`src/sv/lcs_pkg.sv`:
```
// Package for the link connect supervisor: types, codes and register defaults.
package lcs_pkg;

  localparam int TIME_BITS_DEF = 32;
  localparam int CFG_W = 32;
  localparam int CFG_IDX_W = 3;
  localparam int IN_TDATA_W = 40;
  localparam int OUT_TDATA_W = 16;

  localparam logic [CFG_W-1:0] CONNECT_BUDGET_RESET = 32'd30000;
  localparam logic [CFG_W-1:0] REJOIN_INTERVAL_RESET = 32'd4000;
  localparam logic [CFG_W-1:0] RETRY_BACKOFF_RESET = 32'd3000;
  localparam logic [CFG_W-1:0] LINK_GRACE_RESET = 32'd3000;

  typedef enum logic [1:0] {
    MODE_OFF        = 2'd0,
    MODE_CONNECTING = 2'd1,
    MODE_CONNECTED  = 2'd2,
    MODE_BACKOFF    = 2'd3
  } mode_t;

  typedef enum logic [1:0] {
    LINK_UP      = 2'd0,
    LINK_BADAUTH = 2'd1,
    LINK_NONET   = 2'd2,
    LINK_OTHER   = 2'd3
  } link_t;

  typedef enum logic [2:0] {
    ST_OFF         = 3'd0,
    ST_CONNECTING  = 3'd1,
    ST_CONNECTED   = 3'd2,
    ST_AUTH_FAILED = 3'd3,
    ST_NOT_FOUND   = 3'd4,
    ST_RETRYING    = 3'd5
  } status_t;

  typedef enum logic [CFG_IDX_W-1:0] {
    REG_CONNECT_BUDGET  = 3'd0,
    REG_REJOIN_INTERVAL = 3'd1,
    REG_RETRY_BACKOFF   = 3'd2,
    REG_LINK_GRACE      = 3'd3,
    REG_HAS_PASSWORD    = 3'd4
  } reg_idx_t;

  typedef struct packed {
    logic [CFG_W-1:0] connect_budget_ms;
    logic [CFG_W-1:0] rejoin_interval_ms;
    logic [CFG_W-1:0] retry_backoff_ms;
    logic [CFG_W-1:0] link_grace_ms;
    logic             has_password;
  } cfg_t;

  // One poll's decisions.
  typedef struct packed {
    logic join_req;
    logic leave;
    logic pso;
  } action_t;

  typedef struct packed {
    logic    power_save_off;
    logic    leave_request;
    logic    join_secured;
    logic    join_request;
    status_t status_code;
    mode_t   mode;
  } result_t;

endpackage

```
`src/sv/lcs_step.sv`:
```
// One poll of the supervisor: next state and result from the current state.
module lcs_step
  import lcs_pkg::*;
#(
  parameter int TIME_BITS = TIME_BITS_DEF
) (
  input  mode_t                mode,
  input  logic [TIME_BITS-1:0] entered_at,
  input  logic [TIME_BITS-1:0] last_join_at,
  input  logic [TIME_BITS-1:0] lost_at,
  input  logic                 lost_valid,
  input  link_t                last_link,
  input  cfg_t                 cfg,
  input  logic                 enable,
  input  logic [TIME_BITS-1:0] now,
  input  link_t                link_status,
  output mode_t                mode_next,
  output logic [TIME_BITS-1:0] entered_at_next,
  output logic [TIME_BITS-1:0] last_join_at_next,
  output logic [TIME_BITS-1:0] lost_at_next,
  output logic                 lost_valid_next,
  output link_t                last_link_next,
  output result_t              result
);

  localparam int CMP_W = (TIME_BITS > CFG_W) ? TIME_BITS : CFG_W;

  logic [TIME_BITS-1:0] since, since_join, since_lost;
  logic [CMP_W-1:0] since_w, since_join_w, since_lost_w;
  logic [CMP_W-1:0] budget_w, rejoin_w, backoff_w, grace_w;
  action_t act;

  // Differences wrap at the time width.
  assign since = now - entered_at;
  assign since_join = now - last_join_at;
  assign since_lost = now - lost_at;
  assign since_w = CMP_W'(since);
  assign since_join_w = CMP_W'(since_join);
  assign since_lost_w = CMP_W'(since_lost);
  assign budget_w = CMP_W'(cfg.connect_budget_ms);
  assign rejoin_w = CMP_W'(cfg.rejoin_interval_ms);
  assign backoff_w = CMP_W'(cfg.retry_backoff_ms);
  assign grace_w = CMP_W'(cfg.link_grace_ms);

  // Next state
  always_comb begin
    mode_next = mode;
    entered_at_next = entered_at;
    last_join_at_next = last_join_at;
    lost_at_next = lost_at;
    lost_valid_next = lost_valid;
    last_link_next = last_link;
    act = '0;
    if (!enable && mode != MODE_OFF) begin
      act.leave = 1'b1;
      mode_next = MODE_OFF;
      entered_at_next = now;
    end else if (enable && mode == MODE_OFF) begin
      act.join_req = 1'b1;
      last_join_at_next = now;
      mode_next = MODE_CONNECTING;
      entered_at_next = now;
    end else begin
      case (mode)
        MODE_CONNECTING: begin
          last_link_next = link_status;
          if (link_status == LINK_UP) begin
            lost_valid_next = 1'b0;
            act.pso = 1'b1;
            mode_next = MODE_CONNECTED;
            entered_at_next = now;
          end else if (link_status == LINK_BADAUTH || since_w > budget_w) begin
            act.leave = 1'b1;
            mode_next = MODE_BACKOFF;
            entered_at_next = now;
          end else if (since_join_w >= rejoin_w) begin
            act.join_req = 1'b1;
            last_join_at_next = now;
          end
        end
        MODE_CONNECTED: begin
          last_link_next = link_status;
          if (link_status == LINK_UP) begin
            lost_valid_next = 1'b0;
          end else if (!lost_valid) begin
            lost_at_next = now;
            lost_valid_next = 1'b1;
          end else if (since_lost_w >= grace_w) begin
            act.leave = 1'b1;
            lost_valid_next = 1'b0;
            mode_next = MODE_BACKOFF;
            entered_at_next = now;
          end
        end
        MODE_BACKOFF: begin
          if (since_w >= backoff_w) begin
            act.join_req = 1'b1;
            last_join_at_next = now;
            mode_next = MODE_CONNECTING;
            entered_at_next = now;
          end
        end
        default: begin
        end
      endcase
    end
  end

  // Outputs
  always_comb begin
    result.mode = mode_next;
    result.join_request = act.join_req;
    result.join_secured = act.join_req & cfg.has_password;
    result.leave_request = act.leave;
    result.power_save_off = act.pso;
    case (mode_next)
      MODE_OFF:        result.status_code = ST_OFF;
      MODE_CONNECTING: result.status_code = ST_CONNECTING;
      MODE_CONNECTED:  result.status_code = ST_CONNECTED;
      MODE_BACKOFF: begin
        case (last_link_next)
          LINK_BADAUTH: result.status_code = ST_AUTH_FAILED;
          LINK_NONET:   result.status_code = ST_NOT_FOUND;
          default:      result.status_code = ST_RETRYING;
        endcase
      end
      default:         result.status_code = ST_OFF;
    endcase
  end

endmodule

```
`src/sv/link_connect_supervisor_core.sv`:
```
// An accepted poll waits in the input register and moves on to the result
// register when the output is free (m_tvalid low or m_tready high).
// Throughput: one poll per cycle unless m_tready stalls the output; the state update
// sits between the input and result registers, so each poll sees the state of the one before.
// Reset (rst, synchronous): state off, times zero, last link other down,
// registers at defaults, both pipeline stages empty.
module link_connect_supervisor_core
  import lcs_pkg::*;
#(
  parameter int TIME_BITS = TIME_BITS_DEF
) (
  input  logic                   clk,
  input  logic                   rst,
  input  logic                   s_tvalid,
  output logic                   s_tready,
  // [0] enable, [32:1] time_now_ms, [34:33] link_status, [39:35] zero
  input  logic [IN_TDATA_W-1:0]  s_tdata,
  output logic                   m_tvalid,
  input  logic                   m_tready,
  // [1:0] mode, [4:2] status_code, [5] join_request, [6] join_secured,
  // [7] leave_request, [8] power_save_off, [15:9] zero
  output logic [OUT_TDATA_W-1:0] m_tdata,
  input  logic                   cfg_we,
  input  logic [CFG_IDX_W-1:0]   cfg_index,
  input  logic [CFG_W-1:0]       cfg_data
);

  localparam int CMP_W = (TIME_BITS > CFG_W) ? TIME_BITS : CFG_W;

  cfg_t cfg;

  logic                 in_valid;
  logic                 in_enable;
  logic [CFG_W-1:0]     in_time;
  link_t                in_link;
  logic                 advance;

  mode_t                mode;
  logic [TIME_BITS-1:0] entered_at, last_join_at, lost_at;
  logic                 lost_valid;
  link_t                last_link;

  mode_t                mode_next;
  logic [TIME_BITS-1:0] entered_at_next, last_join_at_next, lost_at_next;
  logic                 lost_valid_next;
  link_t                last_link_next;
  result_t              result_next;
  result_t              result;

  logic [CMP_W-1:0]     now_w;
  logic [TIME_BITS-1:0] now;

  assign advance = !m_tvalid || m_tready;
  assign s_tready = !in_valid || advance;

  assign now_w = CMP_W'(in_time);
  assign now = now_w[TIME_BITS-1:0];

  always_ff @(posedge clk) begin
    if (rst) begin
      cfg.connect_budget_ms <= CONNECT_BUDGET_RESET;
      cfg.rejoin_interval_ms <= REJOIN_INTERVAL_RESET;
      cfg.retry_backoff_ms <= RETRY_BACKOFF_RESET;
      cfg.link_grace_ms <= LINK_GRACE_RESET;
      cfg.has_password <= 1'b0;
    end else if (cfg_we) begin
      case (cfg_index)
        REG_CONNECT_BUDGET:  cfg.connect_budget_ms <= cfg_data;
        REG_REJOIN_INTERVAL: cfg.rejoin_interval_ms <= cfg_data;
        REG_RETRY_BACKOFF:   cfg.retry_backoff_ms <= cfg_data;
        REG_LINK_GRACE:      cfg.link_grace_ms <= cfg_data;
        REG_HAS_PASSWORD:    cfg.has_password <= cfg_data[0];
        default: begin
        end
      endcase
    end
  end

  // Input register
  always_ff @(posedge clk) begin
    if (rst) begin
      in_valid <= 1'b0;
    end else if (s_tready) begin
      in_valid <= s_tvalid;
    end
  end

  always_ff @(posedge clk) begin
    if (s_tvalid && s_tready) begin
      in_enable <= s_tdata[0];
      in_time <= s_tdata[32:1];
      in_link <= link_t'(s_tdata[34:33]);
    end
  end

  lcs_step #(
    .TIME_BITS(TIME_BITS)
  ) u_step (
    .mode              (mode),
    .entered_at        (entered_at),
    .last_join_at      (last_join_at),
    .lost_at           (lost_at),
    .lost_valid        (lost_valid),
    .last_link         (last_link),
    .cfg               (cfg),
    .enable            (in_enable),
    .now               (now),
    .link_status       (in_link),
    .mode_next         (mode_next),
    .entered_at_next   (entered_at_next),
    .last_join_at_next (last_join_at_next),
    .lost_at_next      (lost_at_next),
    .lost_valid_next   (lost_valid_next),
    .last_link_next    (last_link_next),
    .result            (result_next)
  );

  // Supervisor state moves only when the poll goes on to the result register.
  always_ff @(posedge clk) begin
    if (rst) begin
      mode <= MODE_OFF;
      entered_at <= '0;
      last_join_at <= '0;
      lost_at <= '0;
      lost_valid <= 1'b0;
      last_link <= LINK_OTHER;
    end else if (in_valid && advance) begin
      mode <= mode_next;
      entered_at <= entered_at_next;
      last_join_at <= last_join_at_next;
      lost_at <= lost_at_next;
      lost_valid <= lost_valid_next;
      last_link <= last_link_next;
    end
  end

  // Result register
  always_ff @(posedge clk) begin
    if (rst) begin
      m_tvalid <= 1'b0;
    end else if (advance) begin
      m_tvalid <= in_valid;
    end
  end

  always_ff @(posedge clk) begin
    if (in_valid && advance) begin
      result <= result_next;
    end
  end

  assign m_tdata = OUT_TDATA_W'(result);

  a_join_connecting: assert property (@(posedge clk) disable iff (rst)
    m_tvalid && result.join_request |-> result.mode == MODE_CONNECTING)
    else $error("join issued outside connecting");

  a_pso_connected: assert property (@(posedge clk) disable iff (rst)
    m_tvalid && result.power_save_off |-> result.mode == MODE_CONNECTED
      && !result.join_request && !result.leave_request)
    else $error("power save off without entering connected");

  a_leave_mode: assert property (@(posedge clk) disable iff (rst)
    m_tvalid && result.leave_request |->
      (result.mode == MODE_OFF || result.mode == MODE_BACKOFF))
    else $error("leave while staying on link");

  a_state_held: assert property (@(posedge clk) disable iff (rst)
    !(in_valid && advance) |=> $stable(mode) && $stable(entered_at))
    else $error("state moved without a poll");

endmodule

```
`config.mk`:
```
export PLATFORM = sky130hd
export DESIGN_NAME = link_connect_supervisor_core
export DESIGN_NICKNAME = d
export VERILOG_FILES = /design/src/sv/lcs_pkg.sv /design/src/sv/lcs_step.sv /design/src/sv/link_connect_supervisor_core.sv
export SDC_FILE = /design/constraint.sdc
export NUM_CORES = 1
export LEC_CHECK = 0
export BUFFER_PORTS_ARGS = -buffer_cell sky130_fd_sc_hd__buf_2
export CORE_MARGIN = 2
export CORE_UTILIZATION = 55
export CTS_CLUSTER_DIAMETER = 120
export DETAILED_ROUTE_END_ITERATION = 10
export GPL_TIMING_DRIVEN = 0
export PLACE_DENSITY = 0.73
export SLEW_MARGIN = 40
export SYNTH_ARGS = -nofsm -noshare
export SYNTH_HDL_FRONTEND = slang
export SYNTH_SLANG_ARGS = --single-unit
```
`constraint.sdc`:
```
create_clock -name clk -period 7.7 [get_ports clk]
set_input_delay 0.77 -clock clk [delete_from_list [all_inputs] [get_ports clk]]
set_output_delay 0.77 -clock clk [all_outputs]
set_load 0.005 [all_outputs]
```
# Word level (Yosys, flattened, before mapping)
# Cells that the tools add are included.
# classes
n_lt_le_gt_ge	4
mux	48
n_reduce_logical	29
add_sub_neg	3
eq_ne	23
n_bitwise	6
# op_table
op	count
two-way mux 32 bit	12
>= comparator 32 bit	3
case mux 32 bit (3 select lines)	1
subtractor 32 bit	3
case mux 32 bit (2 select lines)	1
greater-than comparator 32 bit	1
two-way mux 2 bit	13
two-way mux 1 bit	15
AND reduction 7 bit	2
case mux 3 bit (4 select lines)	1
equality test 2 bit (second input constant)	5
AND reduction 2 bit	5
equality test 2 x 1 -> 1 bit (second input constant)	4
!= test 4 x 1 -> 1 bit (second input constant)	2
!= test 4 x 2 -> 1 bit (second input constant)	2
equality test 3 x 2 -> 1 bit (second input constant)	2
zero test 2 bit	3
!= test 3 x 1 -> 1 bit (second input constant)	2
!= test 3 x 2 -> 1 bit (second input constant)	2
case mux 1 bit (2 select lines)	3
case mux 2 bit (3 select lines)	1
case mux 3 bit (2 select lines)	1
AND reduction 6 bit	1
!= test 5 x 1 -> 1 bit (second input constant)	1
other kinds (15)	27
# word_totals
register_bits	276
word_cells	135
out_inout_bits	18
input_bits	80

# Depth between registers and ports, before layout
# logic_depth
word_depth	10
depth_mapped	25
mapped_depth_nobuf	23

# Modules after synthesis
# From an unflattened synthesis, not the netlist that was laid out.
# hier_totals
hier_cells	2817
hier_area_um2	22260.1
# modules_own_cells
module	instances	area_each_um2	cells_per_inst	seq_area_each_um2
lcs_step	1	11855.1	1765	0.0
link_connect_supervisor_core	1	10405.0	1052	5965.7

# Worst setup path before layout
# No wires, ideal clock.
# synth_path
path_type	register -> register
start	register in_time[1]
end	register entered_at[10]
required_ps	7628
setup_slack_ps	2752
n_path_buf	1
arrival_time_ps	4876
setup_ps	72
period_less_slack_ps	4948
path_stages_with_launch	22
path_cell_list	edfxtp_1 ha_1 nor2b_1 o31a_1 or4_1 and2_1 or3_1 a21oi_1 o21ai_1 a41oi_1 xnor2_1 ha_1 nand4_1 or2_1 nor3_1 o21ai_1 a21oi_1 o21ai_1 a21o_1 a221oi_2 buf_2 mux2i_1
# synth_between
elab_chain_len	5
elab_cells_between_ends	10
classes_between	2 x add/sub; 3 x order compare; 3 x eq/ne; 2 x reduce/logical
# synth_lines
item	line	rtl
start: declaration	link_connect_supervisor_core.sv:34	logic [CFG_W-1:0] in_time;
start signal: assignment	link_connect_supervisor_core.sv:91	in_time <= s_tdata[32:1];
subtractor 32 bit	lcs_step.sv:34	assign since = now - entered_at;
greater-than comparator 32 bit	lcs_step.sv:72	end else if (link_status == LINK_BADAUTH || since_w > budget_w) begin
logical OR 1 bit	lcs_step.sv:72	
!= test 5 x 1 -> 1 bit (no line)	-	
AND reduction 7 bit (no line) (*)	-	
end signal: assignment	link_connect_supervisor_core.sv:129	entered_at <= entered_at_next;
end: declaration	link_connect_supervisor_core.sv:39	logic [TIME_BITS-1:0] entered_at, last_join_at, lost_at;
# Mark *: on every way between the ends. The rest lies on a longest branch, timed or not.
# A chain may end at the register's enable or synchronous reset.

# Worst setup path after layout
# layout_path
start	register in_time[0]
end	register entered_at[3]
# Same word-level chain as after synthesis.

==> impl_metrics.json <==
{
  "grt_util_all_layers": 0.299,
  "coreArea_mm2": 0.0326,
  "fin_nets": 2688,
  "syn_to_final_growth_pct": 11.8,
  "clock.fmax_ghz": 0.143,
  "worst-slew-pin-transition_ps": 885,
  "grt_pass1_vias": 15300,
  "holdCritStartpoint": "s_tdata[1]",
  "peakVddDrop_mv": 0.190,
  "slowest_stage": "a221oi_4",
  "p_per_area_mw_per_mm2": 199,
  "synthArstFlopShare": 0,
  "r2r_setup_slack_ps": 690,
  "die-area_mm2": 0.0346,
  "initial_core_util": 0.559,
  "synth_cell_type_count": 76,
  "cts_hold_buf": 0,
  "r2r_start": "in_time[0]",
  "hold-worst-slack_ps": 361,
  "critical_path_class": "flop to flop",
  "synth-seq-cells": 276,
  "routed_wl_mm": 51.5,
  "synth_edf_count": 44,
  "syn-cell-area_mm2": 0.0182,
  "r2r_cells": 22,
  "rows": 66,
  "skew_ps": 26.0,
  "firstDrtPassIters": 5,
  "dp_hpwl_mm": 40.8,
  "seq_power_share": 0.382,
  "routedWlPerCell_um": 18.1,
  "drtIter0Drc": 1165,
  "maxCapViolCount": 0,
  "gp_congestion": 0.928,
  "fin_crit_sh": 0.910,
  "critPathMaxStageDelay_ps": 790,
  "crit_fanout": 10,
  "clock_sinks": 276,
  "period_minus_slack_ps": 7010,
  "ys.flop_type": "dfxtp_1",
  "p_switching_mw": 1.22,
  "min_path_cells": 1,
  "synth.avg_cell_area_um2": 8.10,
  "cts_tree": "done",
  "critPathArrivalTime_ps": 7510,
  "status": "complete, no violations",
  "synthTopCellsByArea": "dfxtp_1 (25%), ha_1 (16%), nand2_1 (7.3%)",
  "die_w_um": 186,
  "finalHoldViolCount": 0,
  "fin_util": 0.625,
  "crit_path_start_kind": "flop",
  "rr_endpoint": "entered_at[3]",
  "die-height_um": 186,
  "leakage_nw": 8.16,
  "hold_class": "input pin to flop",
  "synth_top_cell_by_area": "dfxtp_1",
  "synth-seq-area-share": 0.327,
  "htree_levels": 1,
  "io_pins": 98,
  "hold_end": "in_time[0]",
  "max-slew-margin-rel": 0.410,
  "grt-ovfl-total": 0,
  "cts.clk_slew.worst_paths_ps": 60,
  "maxSlewViolCount": 0,
  "netSwitchingFraction": 0.301,
  "portBuffers": 84,
  "p_clk_frac": 0.392,
  "grt_max_degree": 24,
  "final.setup.tns_ps": 0,
  "setup_viol": 0,
  "antenna_found_initial": 0,
  "yosysTopAreaCellShare": 0.255,
  "path_cells": "inv_1 > ha_1 > inv_1 > fa_1 > a211o_1 > a211oi_1 > o21ai_0 > a21oi_1 > a31o_2 > nor3_1 > o31a_1 > xor2_1 > ha_1 > nand4_1 > nor4_1 > nand2_1 > a21o_1 > nand4_1 > o21ai_1 > a221oi_4 > buf_2 > mux2i_1",
  "rsz0062_at_grt": "false",
  "clk_path_buf_depth": 3,
  "numCtsBuffers": 31,
  "worstSetupEndpointType": "flop",
  "placedCellCount": 2785,
  "ant_nets": 0,
  "drc_errors": 0,
  "p_int_mw": 2.83,
  "drive_gt1_frac": 0.0712,
  "crit_buf_inv": 3,
  "vias_per_cell": 5.70,
  "cp.required_ps": 8210,
  "synthCells": 2251,
  "vias": 16200,
  "diodes": 0,
  "combPwrFrac": 0.226,
  "root_buffer": "clkbuf_16",
  "synth_warnings": 0,
  "cp_top_family": "compound AO/OA/AOI/OAI gates",
  "final_cell_count_no_fill": 2843,
  "cts_setup_buffers": 0,
  "cts-resized-gates": 0,
  "grt_pass1_wl_mm": 79.9,
  "clk_latency_ps": 590
}
[final cells by class]
class                           count  area (um^2)
Clock buffer                       46          953
Multi-Input combinational cell   1644        11000
Timing Repair Buffer               86          445
Inverter                          251          942
Clock inverter                     12          151
Fill cell                        2931        12200
Sequential cell                   276         5970
Tap cell                          442          553
Buffer                             86          379
[state kept, by name (all words and copies together), names as in the netlist]
name and count:
cfg 129, entered_at 32, in_enable 1, in_link 2
in_time 32, in_valid 1, last_join_at 32, last_link 2
lost_at 32, lost_valid 1, m_tdata 9, m_tvalid 1
mode 2
[synth_stat cells (7+ instances only)]
cell / count
a2111oi_0: 8
a211o_1: 20
a211oi_1: 12
a21o_1: 54
a21oi_1: 254
a31oi_1: 8
and2_1: 8
and3_1: 9
buf_4: 7
clkbuf_1: 70
dfxtp_1: 232
edfxtp_1: 44
ha_1: 229
inv_1: 250
mux2i_1: 67
nand2_1: 354
nand2b_1: 113
nand3_1: 38
nand3b_1: 14
nand4_1: 33
nor2_1: 95
nor2b_1: 13
nor3_1: 30
o211ai_1: 14
o21a_1: 22
o21ai_0: 54
o21ai_1: 11
o21bai_1: 10
xnor2_1: 54
xor2_1: 26
[per-stage QoR]
stage	power (mW)	area (um^2)	setup slack [ps]
after floorplan	2.20	18300	2750
after global placement	2.45	19200	644
after detailed placement	2.48	19300	835
after CTS	4.06	20400	799
after global routing	4.24	20400	379
final	4.05	20400	692
[power by group through the flow]
stage	Sequential (mW)	Clock (mW)	Combinational (mW)
after CTS	1.55	1.61	0.908
after global placement	1.58	0	0.866
after global routing	1.55	1.66	1.02
after floorplan	1.57	0	0.634
after detailed placement	1.58	0	0.898
final	1.55	1.59	0.917
[cell families after synthesis]
kind of cell               Yosys count  share of synthesized area
buffers and inverters              337                     0.0724
and+or+nand+nor                    741                      0.191
adders and majority gates          232                      0.160
DFF                                276                      0.327
muxes                               68                     0.0374
other                                1                   0.000206
AOI/OAI and AO/OA                  516                      0.174
xor gates and xnor gates            80                     0.0384
[metal layers]
metal,vias up,track usage,share of wire
met4,0,0.151,0.055
met1,7613,0.374,0.42
met5,-,0,0
met3,133,0.0385,0.063
met2,504,0.506,0.46
li1,7943,-,-
[cell usage in the layout, fill, tap and decap left out, types with 11 or more instances in the layout]
cell,count
nand2_1,354
a21oi_1,254
inv_1,250
dfxtp_1,232
ha_1,229
nand2b_1,113
nor2_1,95
buf_2,90
clkbuf_1,73
mux2i_1,67
o21ai_0,54
a21o_1,54
xnor2_1,54
edfxtp_1,44
nand3_1,38
nand4_1,33
clkbuf_16,32
nor3_1,30
xor2_1,26
o21a_1,22
a211o_1,20
o211ai_1,14
nand3b_1,14
nor2b_1,13
a211oi_1,12
o21ai_1,11
[worst max-delay path by stage]
| stage | start | to | slack [ps] | depth (start not counted) |
|---|---|---|---|---|
| floorplan | in_time[1] | entered_at[10] | 2750 | 21 |
| global placement | in_time[0] | entered_at[2] | 640 | 22 |
| detailed placement | in_time[0] | entered_at[3] | 840 | 22 |
| CTS | in_time[0] | entered_at[3] | 800 | 22 |
| global route | in_time[0] | entered_at[1] | 380 | 22 |
| finish | in_time[0] | entered_at[3] | 690 | 22 |
[worst register-to-register path, cell delays in order (launching register included)]
cell      delay (ps)
edfxtp_1         410
inv_1            130
ha_1             190
inv_1             60
fa_1             420
a211o_1          370
a211oi_1         430
o21ai_0          190
a21oi_1          470
a31o_2           300
nor3_1            80
o31a_1           310
xor2_1           330
ha_1             200
nand4_1          190
nor4_1           620
nand2_1          110
a21o_1           240
nand4_1          200
o21ai_1          150
a221oi_4         790
buf_2            500
mux2i_1          260
(Power assumes the default switching activity.)
